**src/rtl/core/clcd_pkg.sv**
```systemverilog
// Shared types, character codes and small lookup functions of the deframer.
// Stands alone; imported by clcd_front, clcd_queue, the top, the checker and the bench.
`timescale 1ns / 1ps

package clcd_pkg;

  // Kind of a result item.
  typedef enum logic [1:0] {
    KIND_BODY  = 2'd0,
    KIND_DROP  = 2'd1,
    KIND_EMPTY = 2'd2
  } kind_t;

  // Where the parser stands inside the current header line.
  typedef enum logic [7:0] {
    PH_LEAD   = 8'b0000_0001,
    PH_KEY    = 8'b0000_0010,
    PH_SKIP   = 8'b0000_0100,
    PH_VLEAD  = 8'b0000_1000,
    PH_VSIGN  = 8'b0001_0000,
    PH_VDIG   = 8'b0010_0000,
    PH_VTRAIL = 8'b0100_0000,
    PH_VBAD   = 8'b1000_0000
  } line_phase_t;

  // One result item as it travels from the parser to the output queue.
  typedef struct packed {
    kind_t      kind;
    logic [7:0] data;
    logic       last;
  } result_t;

  // Character codes.
  localparam logic [7:0] CH_HT      = 8'd9;
  localparam logic [7:0] CH_LF      = 8'd10;
  localparam logic [7:0] CH_CR      = 8'd13;
  localparam logic [7:0] CH_SPACE   = 8'd32;
  localparam logic [7:0] CH_PLUS    = 8'd43;
  localparam logic [7:0] CH_MINUS   = 8'd45;
  localparam logic [7:0] CH_ZERO    = 8'd48;
  localparam logic [7:0] CH_NINE    = 8'd57;
  localparam logic [7:0] CH_COLON   = 8'd58;
  localparam logic [7:0] CH_UPPER_A = 8'd65;
  localparam logic [7:0] CH_UPPER_Z = 8'd90;
  localparam logic [7:0] CASE_SHIFT = 8'd32;

  // Length of the key text.
  localparam logic [3:0] KEY_LEN = 4'd14;

  // Output queue geometry.
  localparam int unsigned QUEUE_DEPTH = 2;
  localparam int unsigned QUEUE_PTR_W = 1;
  localparam int unsigned QUEUE_CNT_W = 2;

  // Lower-case key text, one character per position.
  function automatic logic [7:0] key_char(input logic [3:0] idx);
    logic [7:0] ch;
    case (idx)
      4'd0:    ch = "c";
      4'd1:    ch = "o";
      4'd2:    ch = "n";
      4'd3:    ch = "t";
      4'd4:    ch = "e";
      4'd5:    ch = "n";
      4'd6:    ch = "t";
      4'd7:    ch = "-";
      4'd8:    ch = "l";
      4'd9:    ch = "e";
      4'd10:   ch = "n";
      4'd11:   ch = "g";
      4'd12:   ch = "t";
      4'd13:   ch = "h";
      default: ch = 8'd0;
    endcase
    return ch;
  endfunction

  // Header terminator CR LF CR LF, indexed by the bytes matched so far.
  function automatic logic [7:0] term_char(input logic [1:0] idx);
    logic [7:0] ch;
    case (idx)
      2'd0:    ch = CH_CR;
      2'd1:    ch = CH_LF;
      2'd2:    ch = CH_CR;
      default: ch = CH_LF;
    endcase
    return ch;
  endfunction

  // ASCII whitespace: HT, LF, VT, FF, CR and space.
  function automatic logic is_space(input logic [7:0] ch);
    return (ch == CH_SPACE) || ((ch >= CH_HT) && (ch <= CH_CR));
  endfunction

  // Folds ASCII upper-case letters to lower case.
  function automatic logic [7:0] to_lower(input logic [7:0] ch);
    return ((ch >= CH_UPPER_A) && (ch <= CH_UPPER_Z)) ? ch + CASE_SHIFT : ch;
  endfunction

endpackage

```
**src/rtl/core/clcd_stream_if.sv**
```systemverilog
// Valid/ready stream interfaces for the byte input and the result output.
// Depends on nothing; the payload fields are plain vectors.
`timescale 1ns / 1ps

interface clcd_in_if;
  logic       valid;
  logic       ready;
  logic [7:0] in_byte;

  modport source (output valid, output in_byte, input ready);
  modport sink (input valid, input in_byte, output ready);
endinterface

interface clcd_out_if;
  logic       valid;
  logic       ready;
  logic [1:0] out_kind;
  logic [7:0] out_byte;
  logic       out_last;

  modport source (output valid, output out_kind, output out_byte, output out_last,
                  input ready);
  modport sink (input valid, input out_kind, input out_byte, input out_last,
                output ready);
endinterface

```
**src/rtl/core/clcd_front.sv**
```systemverilog
// Front end: accepts stream bytes, parses headers and counts body bytes.
// Uses clcd_pkg and clcd_in_if; pushes result items to the output queue.
`timescale 1ns / 1ps

module clcd_front #(
  parameter int unsigned LEN_WIDTH = 32
) (
  input  logic              clk,
  input  logic              rst,
  clcd_in_if.sink           in_stream,
  output logic              push_valid,
  input  logic              push_ready,
  output clcd_pkg::result_t push_data
);
  import clcd_pkg::*;

  // Parser and body state.
  logic                 in_body, in_body_next;
  logic [1:0]           term_match, term_match_next;
  line_phase_t          line_phase, line_phase_next;
  logic [3:0]           key_position, key_position_next;
  logic                 length_decided, length_decided_next;
  logic                 length_ok, length_ok_next;
  logic                 value_negative, value_negative_next;
  logic [LEN_WIDTH-1:0] length_accum, length_accum_next;
  logic [LEN_WIDTH-1:0] body_left, body_left_next;

  logic                 transfer;
  logic [7:0]           ch;
  logic [7:0]           ch_lower;
  logic                 ws;
  logic                 is_digit;
  logic                 done;
  logic [LEN_WIDTH+3:0] accum_times_ten;
  logic                 overflow;
  logic                 result_valid;

  assign transfer        = in_stream.valid && push_ready;
  assign in_stream.ready = push_ready;
  assign push_valid      = transfer && result_valid;

  assign ch       = in_stream.in_byte;
  assign ch_lower = to_lower(ch);
  assign ws       = is_space(ch);
  assign is_digit = (ch >= CH_ZERO) && (ch <= CH_NINE);
  assign done     = (term_match == 2'd3) && (ch == CH_LF);

  // Decimal step: ten times the value plus the digit, with room for overflow.
  assign accum_times_ten = ({4'b0000, length_accum} << 3) + ({4'b0000, length_accum} << 1)
                         + (LEN_WIDTH + 4)'(ch[3:0] - CH_ZERO[3:0]);
  assign overflow = |accum_times_ten[LEN_WIDTH+3:LEN_WIDTH];

  // Next state and result for the byte on the input.
  always_comb begin
    in_body_next        = in_body;
    term_match_next     = term_match;
    line_phase_next     = line_phase;
    key_position_next   = key_position;
    length_decided_next = length_decided;
    length_ok_next      = length_ok;
    value_negative_next = value_negative;
    length_accum_next   = length_accum;
    body_left_next      = body_left;
    result_valid        = 1'b0;
    push_data           = '{kind: KIND_BODY, data: 8'd0, last: 1'b0};

    if (in_body) begin
      // Body bytes pass straight through; the count marks the final one.
      result_valid   = 1'b1;
      push_data.data = ch;
      push_data.last = (body_left <= LEN_WIDTH'(1));
      body_left_next = body_left - LEN_WIDTH'(1);
      if (body_left_next == '0) begin
        in_body_next = 1'b0;
      end
    end else begin
      // Terminator search, restarting on a CR that breaks the sequence.
      if (ch == term_char(term_match)) begin
        term_match_next = term_match + 2'd1;
      end else begin
        term_match_next = (ch == CH_CR) ? 2'd1 : 2'd0;
      end

      // Line parser.
      if (ch == CH_LF) begin
        if (!length_decided) begin
          if ((line_phase == PH_VDIG) || (line_phase == PH_VTRAIL)) begin
            length_decided_next = 1'b1;
            length_ok_next      = !(value_negative && (length_accum != '0));
          end else if ((line_phase == PH_VLEAD) || (line_phase == PH_VSIGN) ||
                       (line_phase == PH_VBAD)) begin
            length_decided_next = 1'b1;
            length_ok_next      = 1'b0;
          end
        end
        line_phase_next   = PH_LEAD;
        key_position_next = 4'd0;
      end else if (!length_decided) begin
        case (line_phase)
          PH_LEAD, PH_KEY: begin
            if (!((line_phase == PH_LEAD) && ws)) begin
              if (ch == CH_COLON) begin
                if ((line_phase == PH_KEY) && (key_position == KEY_LEN)) begin
                  line_phase_next     = PH_VLEAD;
                  value_negative_next = 1'b0;
                  length_accum_next   = '0;
                end else begin
                  line_phase_next = PH_SKIP;
                end
              end else if ((key_position < KEY_LEN) &&
                           (ch_lower == key_char(key_position))) begin
                key_position_next = key_position + 4'd1;
                line_phase_next   = PH_KEY;
              end else begin
                line_phase_next = PH_SKIP;
              end
            end
          end
          PH_VLEAD, PH_VSIGN, PH_VDIG: begin
            if (is_digit) begin
              if (overflow) begin
                line_phase_next = PH_VBAD;
              end else begin
                length_accum_next = accum_times_ten[LEN_WIDTH-1:0];
                line_phase_next   = PH_VDIG;
              end
            end else if ((line_phase == PH_VLEAD) && ws) begin
              line_phase_next = line_phase;
            end else if ((line_phase == PH_VLEAD) &&
                         ((ch == CH_PLUS) || (ch == CH_MINUS))) begin
              value_negative_next = (ch == CH_MINUS);
              line_phase_next     = PH_VSIGN;
            end else if ((line_phase == PH_VDIG) && ws) begin
              line_phase_next = PH_VTRAIL;
            end else begin
              line_phase_next = PH_VBAD;
            end
          end
          PH_VTRAIL: begin
            if (!ws) begin
              line_phase_next = PH_VBAD;
            end
          end
          default: begin
            line_phase_next = line_phase;
          end
        endcase
      end

      // End of header: decide between body, empty message and drop.
      if (done) begin
        if (length_decided_next && length_ok_next) begin
          if (value_negative_next || (length_accum_next == '0)) begin
            result_valid   = 1'b1;
            push_data.kind = KIND_EMPTY;
          end else begin
            in_body_next   = 1'b1;
            body_left_next = length_accum_next;
          end
        end else begin
          result_valid   = 1'b1;
          push_data.kind = KIND_DROP;
        end
        term_match_next     = 2'd0;
        line_phase_next     = PH_LEAD;
        key_position_next   = 4'd0;
        length_decided_next = 1'b0;
        length_ok_next      = 1'b0;
        value_negative_next = 1'b0;
        length_accum_next   = '0;
      end
    end
  end

  // State update on every input transfer.
  always_ff @(posedge clk) begin
    if (rst) begin
      in_body        <= 1'b0;
      term_match     <= 2'd0;
      line_phase     <= PH_LEAD;
      key_position   <= 4'd0;
      length_decided <= 1'b0;
      length_ok      <= 1'b0;
      value_negative <= 1'b0;
      length_accum   <= '0;
      body_left      <= '0;
    end else if (transfer) begin
      in_body        <= in_body_next;
      term_match     <= term_match_next;
      line_phase     <= line_phase_next;
      key_position   <= key_position_next;
      length_decided <= length_decided_next;
      length_ok      <= length_ok_next;
      value_negative <= value_negative_next;
      length_accum   <= length_accum_next;
      body_left      <= body_left_next;
    end
  end

endmodule

```
**src/rtl/core/clcd_queue.sv**
```systemverilog
// Back end: a two-entry result queue whose head drives the output channel.
// Uses clcd_pkg and clcd_out_if; fed by clcd_front.
`timescale 1ns / 1ps

module clcd_queue (
  input  logic              clk,
  input  logic              rst,
  input  logic              push_valid,
  output logic              push_ready,
  input  clcd_pkg::result_t push_data,
  clcd_out_if.source        out_stream
);
  import clcd_pkg::*;

  result_t                  entries [QUEUE_DEPTH];
  logic [QUEUE_PTR_W-1:0]   wr_ptr;
  logic [QUEUE_PTR_W-1:0]   rd_ptr;
  logic [QUEUE_CNT_W-1:0]   count;
  logic                     push;
  logic                     pop;

  assign push_ready = (count != QUEUE_CNT_W'(QUEUE_DEPTH));
  assign push       = push_valid && push_ready;
  assign pop        = out_stream.valid && out_stream.ready;

  // The head entry is shown as long as the queue holds anything.
  assign out_stream.valid    = (count != '0);
  assign out_stream.out_kind = entries[rd_ptr].kind;
  assign out_stream.out_byte = entries[rd_ptr].data;
  assign out_stream.out_last = entries[rd_ptr].last;

  // Pointers and fill count.
  always_ff @(posedge clk) begin
    if (rst) begin
      wr_ptr <= '0;
      rd_ptr <= '0;
      count  <= '0;
    end else begin
      if (push) begin
        wr_ptr <= wr_ptr + QUEUE_PTR_W'(1);
      end
      if (pop) begin
        rd_ptr <= rd_ptr + QUEUE_PTR_W'(1);
      end
      if (push && !pop) begin
        count <= count + QUEUE_CNT_W'(1);
      end else if (pop && !push) begin
        count <= count - QUEUE_CNT_W'(1);
      end
    end
  end

  // Entry storage.
  always_ff @(posedge clk) begin
    if (push) begin
      entries[wr_ptr] <= push_data;
    end
  end

endmodule

```
**src/rtl/core/content_length_deframer_unit.sv**
```systemverilog
// Content length deframer: takes one byte per transfer, finds each header's
// CR LF CR LF end, reads the content-length line and then passes that many body
// bytes through, marking the last one. A header with a missing, invalid or
// negative length gives one drop item; a length of zero gives one empty item.
// The block takes one byte every cycle while the queue has room; each byte's
// parser update is combinational in the front end, and its result is written to
// the queue on its transfer. A two-entry queue sits between the parser and the
// output, so input transfers go on while the output is stalled until that
// queue fills. LEN_WIDTH sets the width of the body length (8 to 63 bits);
// longer values count as invalid. The block needs no start-up time after reset.
// Depends on clcd_pkg, clcd_stream_if, clcd_front and clcd_queue.
`timescale 1ns / 1ps

module content_length_deframer_unit #(
  parameter int unsigned LEN_WIDTH = 32
) (
  input  logic       clk,
  input  logic       rst,
  clcd_in_if.sink    in_stream,
  clcd_out_if.source out_stream
);
  import clcd_pkg::*;

  logic    push_valid;
  logic    push_ready;
  result_t push_data;

  // Parser and body counter.
  clcd_front #(
    .LEN_WIDTH (LEN_WIDTH)
  ) u_front (
    .clk        (clk),
    .rst        (rst),
    .in_stream  (in_stream),
    .push_valid (push_valid),
    .push_ready (push_ready),
    .push_data  (push_data)
  );

  // Result queue, whose head entry drives the output.
  clcd_queue u_queue (
    .clk        (clk),
    .rst        (rst),
    .push_valid (push_valid),
    .push_ready (push_ready),
    .push_data  (push_data),
    .out_stream (out_stream)
  );

endmodule

```
**src/flat_wrapper.sv**
```systemverilog
// flat-port wrapper written by rule: the top's interface ports become plain ports
module content_length_deframer_unit_flat import clcd_pkg::*;
#(
  parameter int unsigned LEN_WIDTH = 32
)
  (clk, rst, in_stream_valid, in_stream_in_byte, in_stream_ready, out_stream_valid, out_stream_out_kind, out_stream_out_byte, out_stream_out_last, out_stream_ready);
  clcd_in_if in_stream_i ();
  clcd_out_if out_stream_i ();
  input  logic clk;
  input  logic rst;
  input wire logic [$bits(in_stream_i.valid)-1:0] in_stream_valid;
  input wire logic [$bits(in_stream_i.in_byte)-1:0] in_stream_in_byte;
  output wire logic [$bits(in_stream_i.ready)-1:0] in_stream_ready;
  output wire logic [$bits(out_stream_i.valid)-1:0] out_stream_valid;
  output wire logic [$bits(out_stream_i.out_kind)-1:0] out_stream_out_kind;
  output wire logic [$bits(out_stream_i.out_byte)-1:0] out_stream_out_byte;
  output wire logic [$bits(out_stream_i.out_last)-1:0] out_stream_out_last;
  input wire logic [$bits(out_stream_i.ready)-1:0] out_stream_ready;
  assign in_stream_i.valid = in_stream_valid;
  assign in_stream_i.in_byte = in_stream_in_byte;
  assign in_stream_ready = in_stream_i.ready;
  assign out_stream_valid = out_stream_i.valid;
  assign out_stream_out_kind = out_stream_i.out_kind;
  assign out_stream_out_byte = out_stream_i.out_byte;
  assign out_stream_out_last = out_stream_i.out_last;
  assign out_stream_i.ready = out_stream_ready;
  content_length_deframer_unit #(.LEN_WIDTH(LEN_WIDTH)) u_core (.clk(clk), .rst(rst), .in_stream(in_stream_i), .out_stream(out_stream_i));
endmodule
```
**config.mk**
```make
export PLATFORM = sky130hd
export DESIGN_NAME = content_length_deframer_unit_flat
export DESIGN_NICKNAME = d
export VERILOG_FILES = /design/src/rtl/core/clcd_pkg.sv /design/src/rtl/core/clcd_stream_if.sv /design/src/rtl/core/clcd_front.sv /design/src/rtl/core/clcd_queue.sv /design/src/rtl/core/content_length_deframer_unit.sv /design/src/flat_wrapper.sv
export SDC_FILE = /design/constraint.sdc
export NUM_CORES = 1
export LEC_CHECK = 0
export CAP_MARGIN = 20
export CORE_ASPECT_RATIO = 0.6
export CORE_UTILIZATION = 40
export CTS_CLUSTER_DIAMETER = 50
export CTS_CLUSTER_SIZE = 40
export DETAILED_ROUTE_END_ITERATION = 8
export DONT_BUFFER_PORTS = 1
export GPL_ROUTABILITY_DRIVEN = 0
export PLACE_DENSITY = 0.58
export REMOVE_ABC_BUFFERS = 1
export SYNTH_ARGS = -nofsm -noshare
export SYNTH_HDL_FRONTEND = slang
export SYNTH_HIERARCHICAL = 1
export SYNTH_SLANG_ARGS = --single-unit
```
**constraint.sdc**
```tcl
create_clock -name clk -period 9.6 [get_ports clk]
set_clock_uncertainty 0.1 [all_clocks]
set_input_delay 1.92 -clock clk [delete_from_list [all_inputs] [get_ports clk]]
set_output_delay 1.92 -clock clk [all_outputs]
set_load 0.01 [all_outputs]
```
## Word level (Yosys, flattened, before mapping)

Memory sizes are Yosys's and may differ from the RTL's. A register that Yosys moved wholly into a read port is not among the register bits.
Cells that the tools add are included.

| word-level totals | value |
|---|---|
| word-level logic and storage cells | 197 |
| memories kept | 2 |
| output and inout bits | 13 |
| bits of input ports | 12 |
| bits in read-only memories | 112 |
| memory bits (writable) | 22 |
| bits in registers | 86 |

Memories:

| memory | words | width | read ports | clocked after memory_dff | write ports | RTL line | source |
|---|---|---|---|---|---|---|---|
| (name not given) | 16 | 7 | 1 | 1 | 0 | clcd_pkg.sv:58 | `case (idx)` |
| u_core.u_queue.entries | 2 | 11 | 1 | 1 | 1 | clcd_queue.sv:15 | `result_t entries [QUEUE_DEPTH];` |

| cells by class | value |
|---|---|
| multiplexer cells | 92 |
| equality and inequality tests | 26 |
| $add $sub $neg | 10 |
| $lt $le $gt $ge | 8 |
| bitwise logic cells | 1 |
| reductions and logical operators | 46 |

Operators by type and width:

| operator | number |
|---|---|
| two-way mux 32 bit | 13 |
| two-way mux 8 bit | 19 |
| zero test 32 bit | 2 |
| one-hot mux 32 bit (2 select lines) | 1 |
| equality test 8 x 6 -> 1 bit (second input constant) | 5 |
| two-way mux 4 bit | 10 |
| adder 35 x 33 -> 36 bit | 1 |
| adder 36 x 4 -> 36 bit | 1 |
| two-way mux 1 bit | 36 |
| less-or-equal comparator 32 x 1 -> 1 bit (second input constant) | 1 |
| nonzero test 32 bit | 1 |
| subtractor 32 x 1 -> 32 bit (second input constant) | 1 |
| equality test 8 x 4 -> 1 bit (second input constant) | 3 |
| one-hot mux 8 bit (3 select lines) | 1 |
| logical AND 1 bit | 18 |
| equality test 8 bit | 2 |
| two-way mux 2 bit | 8 |
| AND reduction 7 bit | 2 |
| two-way mux 9 bit | 1 |
| adder 8 x 6 -> 8 bit (second input constant) | 1 |
| equality test 8 x 1 -> 1 bit (second input constant) | 1 |
| equality test 8 x 2 -> 1 bit (second input constant) | 1 |
| equality test 8 x 5 -> 1 bit (second input constant) | 1 |
| equality test 8 x 7 -> 1 bit (second input constant) | 1 |
| other kinds (33) | 52 |

## Longest topological paths before layout

Gate-level depths: netlist of the first run.

| logic depth | value |
|---|---|
| word-level depth | 21 |
| depth in mapped cells | 21 |
| gate-level depth less buffers | 20 |

## Modules after synthesis

Netlist of the first run, hierarchy kept.

Modules (own cells, without submodules):

| module | instances | area each (um2) | cells an instance |
|---|---|---|---|
| clcd_front | 1 | 8545.7 | 1158 |
| clcd_queue | 1 | 1012.2 | 58 |

## Least setup slack after synthesis of the first run

OpenSTA, ideal clock, no wires.

| timing path | value |
|---|---|
| path type | input -> register |
| start | input port in_stream_in_byte[3] |
| end | register u_core.u_queue.count[1] |
| buffers on the path | 0 |
| setup time | 0.070 ns |
| arrival time | 6.228 ns |
| slack | 3.203 ns |
| stages | 19 |
| cells stage by stage | inv_1 fa_1 inv_1 ha_1 a211oi_1 o21ai_1 and2_1 or3_1 a2111oi_0 and4_1 nor4bb_1 nand4_1 a21o_1 a31o_2 a21oi_1 and2_1 ha_1 or3_1 a21oi_1 |

| between the ends | value |
|---|---|
| longest elaborated chain between the ends | 20 |
| elaborated cells on any way between the ends | 54 |
| those cells by class | 1 x add/sub; 4 x order compare; 5 x eq/ne; 26 x mux; 18 x reduce/logical |

RTL lines:

| element | RTL line | source |
|---|---|---|
| start: declaration | flat_wrapper.sv:12 | `input wire logic [$bits(in_stream_i.in_byte)-1:0] in_stream_in_byte;` |
| parallel branches: the longest is 13 deep, another holds adder 36 x 4 -> 36 bit | - |  |
| two-way mux 1 bit * | clcd_front.sv:151 | `if (done) begin` |
| two-way mux 1 bit * | clcd_front.sv:67 | `if (in_body) begin` |
| logical AND 1 bit * | clcd_front.sv:40 | `assign push_valid = transfer && result_valid;` |
| net u_core.push_valid | content_length_deframer_unit.sv:24 | `logic push_valid;` |
| logical AND 1 bit * | clcd_queue.sv:23 | `assign push = push_valid && push_ready;` |
| net u_core.u_queue.push | clcd_queue.sv:19 | `logic push;` |
| zero test 1 bit | clcd_queue.sv:47 | `end else if (pop && !push) begin` |
| logical AND 1 bit | clcd_queue.sv:47 |  |
| nonzero test 2 bit (no source line) | - |  |
| end signal: assignment | clcd_queue.sv:46 | `count <= count + QUEUE_CNT_W'(1);` |
| end signal: assignment | clcd_queue.sv:48 | `count <= count - QUEUE_CNT_W'(1);` |
| end: declaration | clcd_queue.sv:18 | `logic [QUEUE_CNT_W-1:0] count;` |

Mark *: on every way through the listed nets, which the timed path passes. The select of a mux whose other input is x is not followed.
A chain may end at the register's enable or synchronous reset.

## Final worst setup path of the first run

Ends and elaborated chain as after synthesis.

==> results.cfg, run 1 <==
[die]
dieHeight_um = 121.7
fp-row-count = 43
core_sq_um = 23300
io_pins = 25
die_x_um = 201.6
die-area_sq_um = 24540
start_util_pct = 41.03

[timing]
finalSetupViolCount = 0
worst_pin_slew_ns = 1.165
slew_viol_final = 0
fmax_ghz = 0.1487
min_period_over_period_pct = 70.06
fin_crit_ns = 6.726
slew_headroom_pct = 22.16
hold_viol_final = 0
rsz0062_at_grt = false
finalSetupTns_ns = 0
hold_ws_ns = 0.3675

[power_and_ir_drop]
p_clk_share_pct = 54.2
swShare_pct = 23.79
p_sw_w = 0.0002776
p_seq_share_pct = 42.5
p_int_w = 0.0008891
power-per-cell-area_nw_per_um2 = 113.5
peakVddDrop_uv = 103.6
p_comb_share_pct = 3.3
power_w = 0.001167
p_leak_nw = 4.136

[worst_setup_path]
worstPathRequired_ns = 9.85
start_kind = primary input
crit_path_end = u_core/u_queue/count[1]
r2r_start = u_core/u_front/length_accum[0]
timing.rr.end = u_core/u_queue/count[1]
crit_type = primary input to flop
worst_ep_arrival_time_ns = 6.98
end_kind = flop
cp_max_fo = 7
crit_start = in_stream_in_byte[3]
reg2regPathDepth = 19
rrSetupSlack_ns = 3.95

[final_layout]
mostFrequentLayoutCell = nor2_1
final_cell_mix = nor2_1, nand2_1, dfxtp_1
syn_to_final_growth_pct = 7.566
antenna_cells = 0
final_nets = 1259
drive_gt1_share_pct = 6.356
layout.cells.non_filler = 1495

[clocking]
root_buffer = clkbuf_16
clock_sinks = 116
cts_tree = done
numCtsBuffers = 17
postCtsHoldBufs = 0
path_clk_slew_ns = 0.06
cts-htree-levels = 4
cts-resized-gates = 0
cts_setup_buffers = 0
cts_max_path_buffers = 2
insertion_delay_ns = 0.42

[placement]
dp_hpwl_um = 23240
io_buffers = 0
dp_cells = 1463

[logic_synthesis]
synth_edf_count = 22
mappedNetlistArea_sq_um = 9558
ys_ff_latch = 116
synth.avg_cell_area_sq_um = 7.860
synth_cell_types = 84
synthArstFlopShare_pct = 0
yosysSeqAreaShare_pct = 26.60
synth-main-ff-cell = dfxtp_1
syn_inst = 1216
yosysWarnings = 6

[detailed_routing]
wl_um = 31200
drtPass1Iterations = 7
via_per_inst = 6.309
drtIter0Drc = 1446
drt.antenna.violating_nets = 0
post_drt_wl_per_cell_um = 20.87
dr_total_vias = 9432
drc = 0

[global_route]
groute.usage.overall_pct = 25.20
overflow = 0
grt_pass1_vias = 8077
grt_max_degree = 73
antenna_found_initial = 0
grt_pass1_wl_um = 47680

[worst_hold_path]
hp-class = flop to flop

[outcome]
status = finished clean

[run]
cap_viol_max_count = 0
## critical path: stages
cell      delay, ns
inv_1          0.09
fa_1           0.61
inv_1          0.06
ha_1           0.30
a211oi_1       0.31
o21ai_1        0.31
o21ai_1        0.34
o21ai_0        0.21
a311oi_1       0.36
xnor2_1        0.20
nor4_1         0.33
nand4_1        0.17
a21o_1         0.28
a31o_2         0.27
a21oi_1        0.27
and2_1         0.18
ha_1           0.26
or3_1          0.35
a21oi_1        0.14
## layout make-up
class | instances | area [sq um]
inverter | 30 | 112.6
multi-input combinational | 993 | 6576
tap | 315 | 394.1
clock inverter | 12 | 118.9
timing repair buffer | 9 | 67.56
fill | 2357 | 13020
clock buffer | 20 | 467.9
sequential | 116 | 2544
## layer usage
| metal | track usage, % | up-vias | wire length, um |
|---|---|---|---|
| met5 | 0 | - | 0 |
| met4 | 5.350 | 0 | 306 |
| met3 | 7.009 | 27 | 3700 |
| met2 | 29.18 | 499 | 10750 |
| met1 | 42.35 | 4426 | 16450 |
| li1 | - | 4480 | - |
## sequential cells by signal, summed over array words and instances (netlist names), 2 cells and up, named ones only
signal,flops
u_core/u_front/body_left,32
u_core/u_front/key_position,4
u_core/u_front/length_accum,32
u_core/u_front/line_phase,8
u_core/u_front/term_match,2
u_core/u_queue/count,2
u_core/u_queue/entries,22
## worst min-delay path by stage
stage,cells after the start,from,endpoint,slack [ns]
after floorplan,2,u_core/u_front/body_left[23],u_core/u_front/body_left[23],0.33
after global routing,2,u_core/u_front/body_left[23],u_core/u_front/body_left[23],0.40
final,2,u_core/u_front/body_left[6],u_core/u_front/body_left[6],0.37
after global placement,2,u_core/u_front/body_left[23],u_core/u_front/body_left[23],0.35
after CTS,2,u_core/u_front/body_left[23],u_core/u_front/body_left[23],0.36
after detailed placement,2,u_core/u_front/body_left[23],u_core/u_front/body_left[23],0.35
## kinds of logic after synthesis
logic type               after synthesis  synth area share, %
flip-flops                           116                26.60
AO/OA/AOI/OAI                        370                26.52
AND/OR/NAND/NOR                      473                24.73
XOR/XNOR                              48                4.398
multiplexers                          22                2.474
buffers and inverters                107                4.647
adder cells (fa/ha/maj)               80                10.63
## through the flow
step | cell area (sq um) | worst slack (ns) | utilization (%)
floorplan | 9226 | 2.100 | -
global placement | 9694 | 2.696 | 41.61
detailed placement | 9694 | 2.567 | 41.61
CTS | 10280 | 2.965 | 44.13
global route | 10280 | 2.658 | 44.13
finish | 10280 | 2.874 | 44.13
## cell usage after synthesis (14+ instances only)
library cell | instances | area, sq um
and2_1 | 21 | 131.4
xor2_1 | 23 | 201.4
nor4_1 | 18 | 112.6
or3_1 | 23 | 143.9
ha_1 | 78 | 975.9
nand2_1 | 112 | 420.4
nand4_1 | 19 | 118.9
buf_2 | 19 | 95.09
o21ai_0 | 74 | 370.4
a21oi_1 | 72 | 360.4
nor2_1 | 126 | 473.0
a22oi_1 | 38 | 285.3
nor3_1 | 38 | 190.2
nand2b_1 | 14 | 87.58
nand3_1 | 37 | 185.2
clkbuf_1 | 53 | 198.9
dfxtp_1 | 94 | 1882
a31oi_1 | 15 | 93.84
xnor2_1 | 25 | 219.0
a22o_1 | 21 | 183.9
inv_1 | 30 | 112.6
edfxtp_1 | 22 | 660.6
## power groups by stage
stage,Combinational (W),Sequential (W),Clock (W)
6_report,0.0000385,0.000496,0.000632
5_1_grt,0.0000416,0.000496,0.000662
4_1_cts,0.0000372,0.000496,0.000640
3_5_place_dp,0.0000369,0.000507,0
3_3_place_gp,0.0000371,0.000507,0
2_1_floorplan,0.0000260,0.000506,0
No activity file was read; power rests on OpenSTA's default activity.
==> inputs of run 2 (changes only) <==
ABC_AREA = 1   (was unset)
PLACE_DENSITY = 0.6   (was 0.58)
clock period = 6.1 ns   (was 9.6 ns; I/O delays follow)
==> results.cfg, run 2 <==
[outcome]
status = finished clean

[global_route]
grt_max_degree = 48
grt_pass1_wl_um = 54210
overflow = 0
groute.usage.overall_pct = 25.59
grt_pass1_vias = 9650
antenna_found_initial = 0

[logic_synthesis]
synth_edf_count = 22
synth_most_common_cell = nand2_1
muxShareOfSynthArea_pct = 1.513
synthArstFlopShare_pct = 0
yosysTopAreaCell = dfxtp_1
synth-main-ff-cell = dfxtp_1
mappedNetlistArea_sq_um = 10670
synth_xor_area_share_pct = 4.188
synth_top_family_by_area = simple AND/OR/NAND/NOR gates
synth_top_area_share_pct = 17.64
synth-simple-area-share_pct = 37.66
yosysWarnings = 6
synth-compound-area-share_pct = 11.99
yosysSeqAreaShare_pct = 23.84
netlist_top_cells_count = nand2_1, nor2_1, inv_1, a21oi_1, nand3_1
synth_cell_types = 52
synth.avg_cell_area_sq_um = 6.098
synth_fa_ha_area_share_pct = 9.526
ys_top_cells_by_area = dfxtp_1, nand2_1, nor2_1
ys_ff_latch = 116
syn_inst = 1749

[worst_setup_path]
end_kind = flop
cpMostUsedCell = nand2_1
slowest_stage = fa_1
max_stage_delay_ns = 0.53
worstPathRequired_ns = 6.37
crit_type = primary input to flop
cp_max_fo = 11
worst_ep_arrival_time_ns = 5.80
start_kind = primary input
rrSetupSlack_ns = 0.88

[timing]
worst_slack_ns = 0.5713
hold_viol_final = 0
slew_headroom_pct = 43.66
finalSetupTns_ns = 0
min_period_over_period_pct = 90.63
slew_viol_final = 0
fmax_ghz = 0.1809
worst_pin_slew_ns = 0.8427
finalSetupViolCount = 0
fin_crit_ns = 5.529
hold_ws_ns = 0.3796
rsz0062_at_grt = false

[clocking]
postCtsHoldBufs = 0
insertion_delay_ns = 0.43
cts_setup_buffers = 0
numCtsBuffers = 17
cts-resized-gates = 0
clock_sinks = 116
root_buffer = clkbuf_16
cts_tree = done
cts-htree-levels = 4
cts_max_path_buffers = 2
path_clk_slew_ns = 0.05

[detailed_routing]
drtPass1Iterations = 5
wl_um = 34230
post_drt_wl_per_cell_um = 16.19
dr_total_vias = 11290
drtIter0Drc = 1329
drt.antenna.violating_nets = 0
via_per_inst = 5.341
drc = 0

[power_and_ir_drop]
peakVddDrop_uv = 129.9
power_w = 0.002008
p_leak_nw = 6.073
p_sw_w = 0.0005529
power-per-cell-area_nw_per_um2 = 171.4
p_int_w = 0.001455
p_seq_share_pct = 39.5
p_clk_share_pct = 47.6
swShare_pct = 27.54
p_comb_share_pct = 12.9

[placement]
place_ws_ns = 0.2229
io_buffers = 0
dp_hpwl_um = 26950
dp_cells = 2082

[die]
start_util_pct = 41.45
io_pins = 25
dieHeight_um = 128.5
fp-row-count = 45
core_sq_um = 25730
die-area_sq_um = 27340
die_x_um = 212.8

[final_layout]
syn_to_final_growth_pct = 9.831
reg_top3 = u_core/u_front/body_left: 32 flops, u_core/u_front/length_accum: 32 flops, u_core/u_queue/entries: 22 flops
antenna_cells = 0
mostFrequentLayoutCell = nand2_1
layout.cells.non_filler = 2114
final_nets = 1841
drive_gt1_share_pct = 6.697
final_cell_mix = nand2_1, nor2_1, inv_1

[run]
cap_viol_max_count = 0

[worst_hold_path]
hp-class = flop to flop
run 2: changes by cell type after synthesis, sizes merged, moves of 36 or more:
cell / delta
a21oi: +69
inv: +209
nand2: +375
o21ai: -40
nor2: +145
a22oi: -36
nand3: +93
run 2: worst paths after layout:
path | from | endpoint | cells after the start
setup / recovery | in_stream_in_byte[3] | u_core/u_queue/count[1] | 38
hold / removal | u_core/u_front/line_phase[3] | u_core/u_front/line_phase[3] | 2
setup reg to reg | u_core/u_front/length_accum[0] | u_core/u_queue/count[1] | 38
hold reg to reg | u_core/u_front/line_phase[3] | u_core/u_front/line_phase[3] | 2
run 2: kinds of logic (layout without fill, tap and decap cells):
family | count (synthesis) | after routing
XOR/XNOR | 51 | 51
multiplexers | 11 | 11
buffers and inverters | 299 | 312
flip-flops | 116 | 116
AND/OR/NAND/NOR | 965 | 965
AO/OA/AOI/OAI | 227 | 227
adder cells (fa/ha/maj) | 80 | 80
run 2: through the flow:
stage          area, sq um  utilization [%]
2_1_floorplan        10380                -
5_1_grt              11710            45.52
3_5_place_dp         11160            43.38
6_report             11710            45.52
3_3_place_gp         11140            43.30
4_1_cts              11710            45.52
run 2: worst max-delay path, delay by kind of cell:
family / cells / cell delay [ns]
AOI/OAI and AO/OA: 1 / 0.09
adders and majority gates: 3 / 1.32
buffers and inverters: 7 / 0.60
and+or+nand+nor: 27 / 2.55
run 2: power groups by stage:
stage / logic [W] / clock network [W] / registers (W)
finish: 0.000259 / 0.000956 / 0.000794
global route: 0.000280 / 0.00101 / 0.000794
CTS: 0.000250 / 0.000973 / 0.000793
detailed placement: 0.000249 / 0 / 0.000810
global placement: 0.000247 / 0 / 0.000809
floorplan: 0.000157 / 0 / 0.000807
run 2: routing by layer:
layer | up-vias | track usage (%) | wire length, um
met4 | 0 | 4.613 | 352
li1 | 5598 | - | -
met5 | - | 0 | 0
met3 | 37 | 7.200 | 3878
met2 | 510 | 31.31 | 12120
met1 | 5146 | 42.02 | 17880
run 2: cell type report:
type                            count  area [sq um]
Tap cell                          352         440.4
Fill cell                        2757         14020
Clock inverter                     11         111.4
Timing Repair Buffer               37         327.8
Multi-Input combinational cell   1334          6938
Inverter                          243         913.4
Sequential cell                   116          2542
Clock buffer                       21         440.4
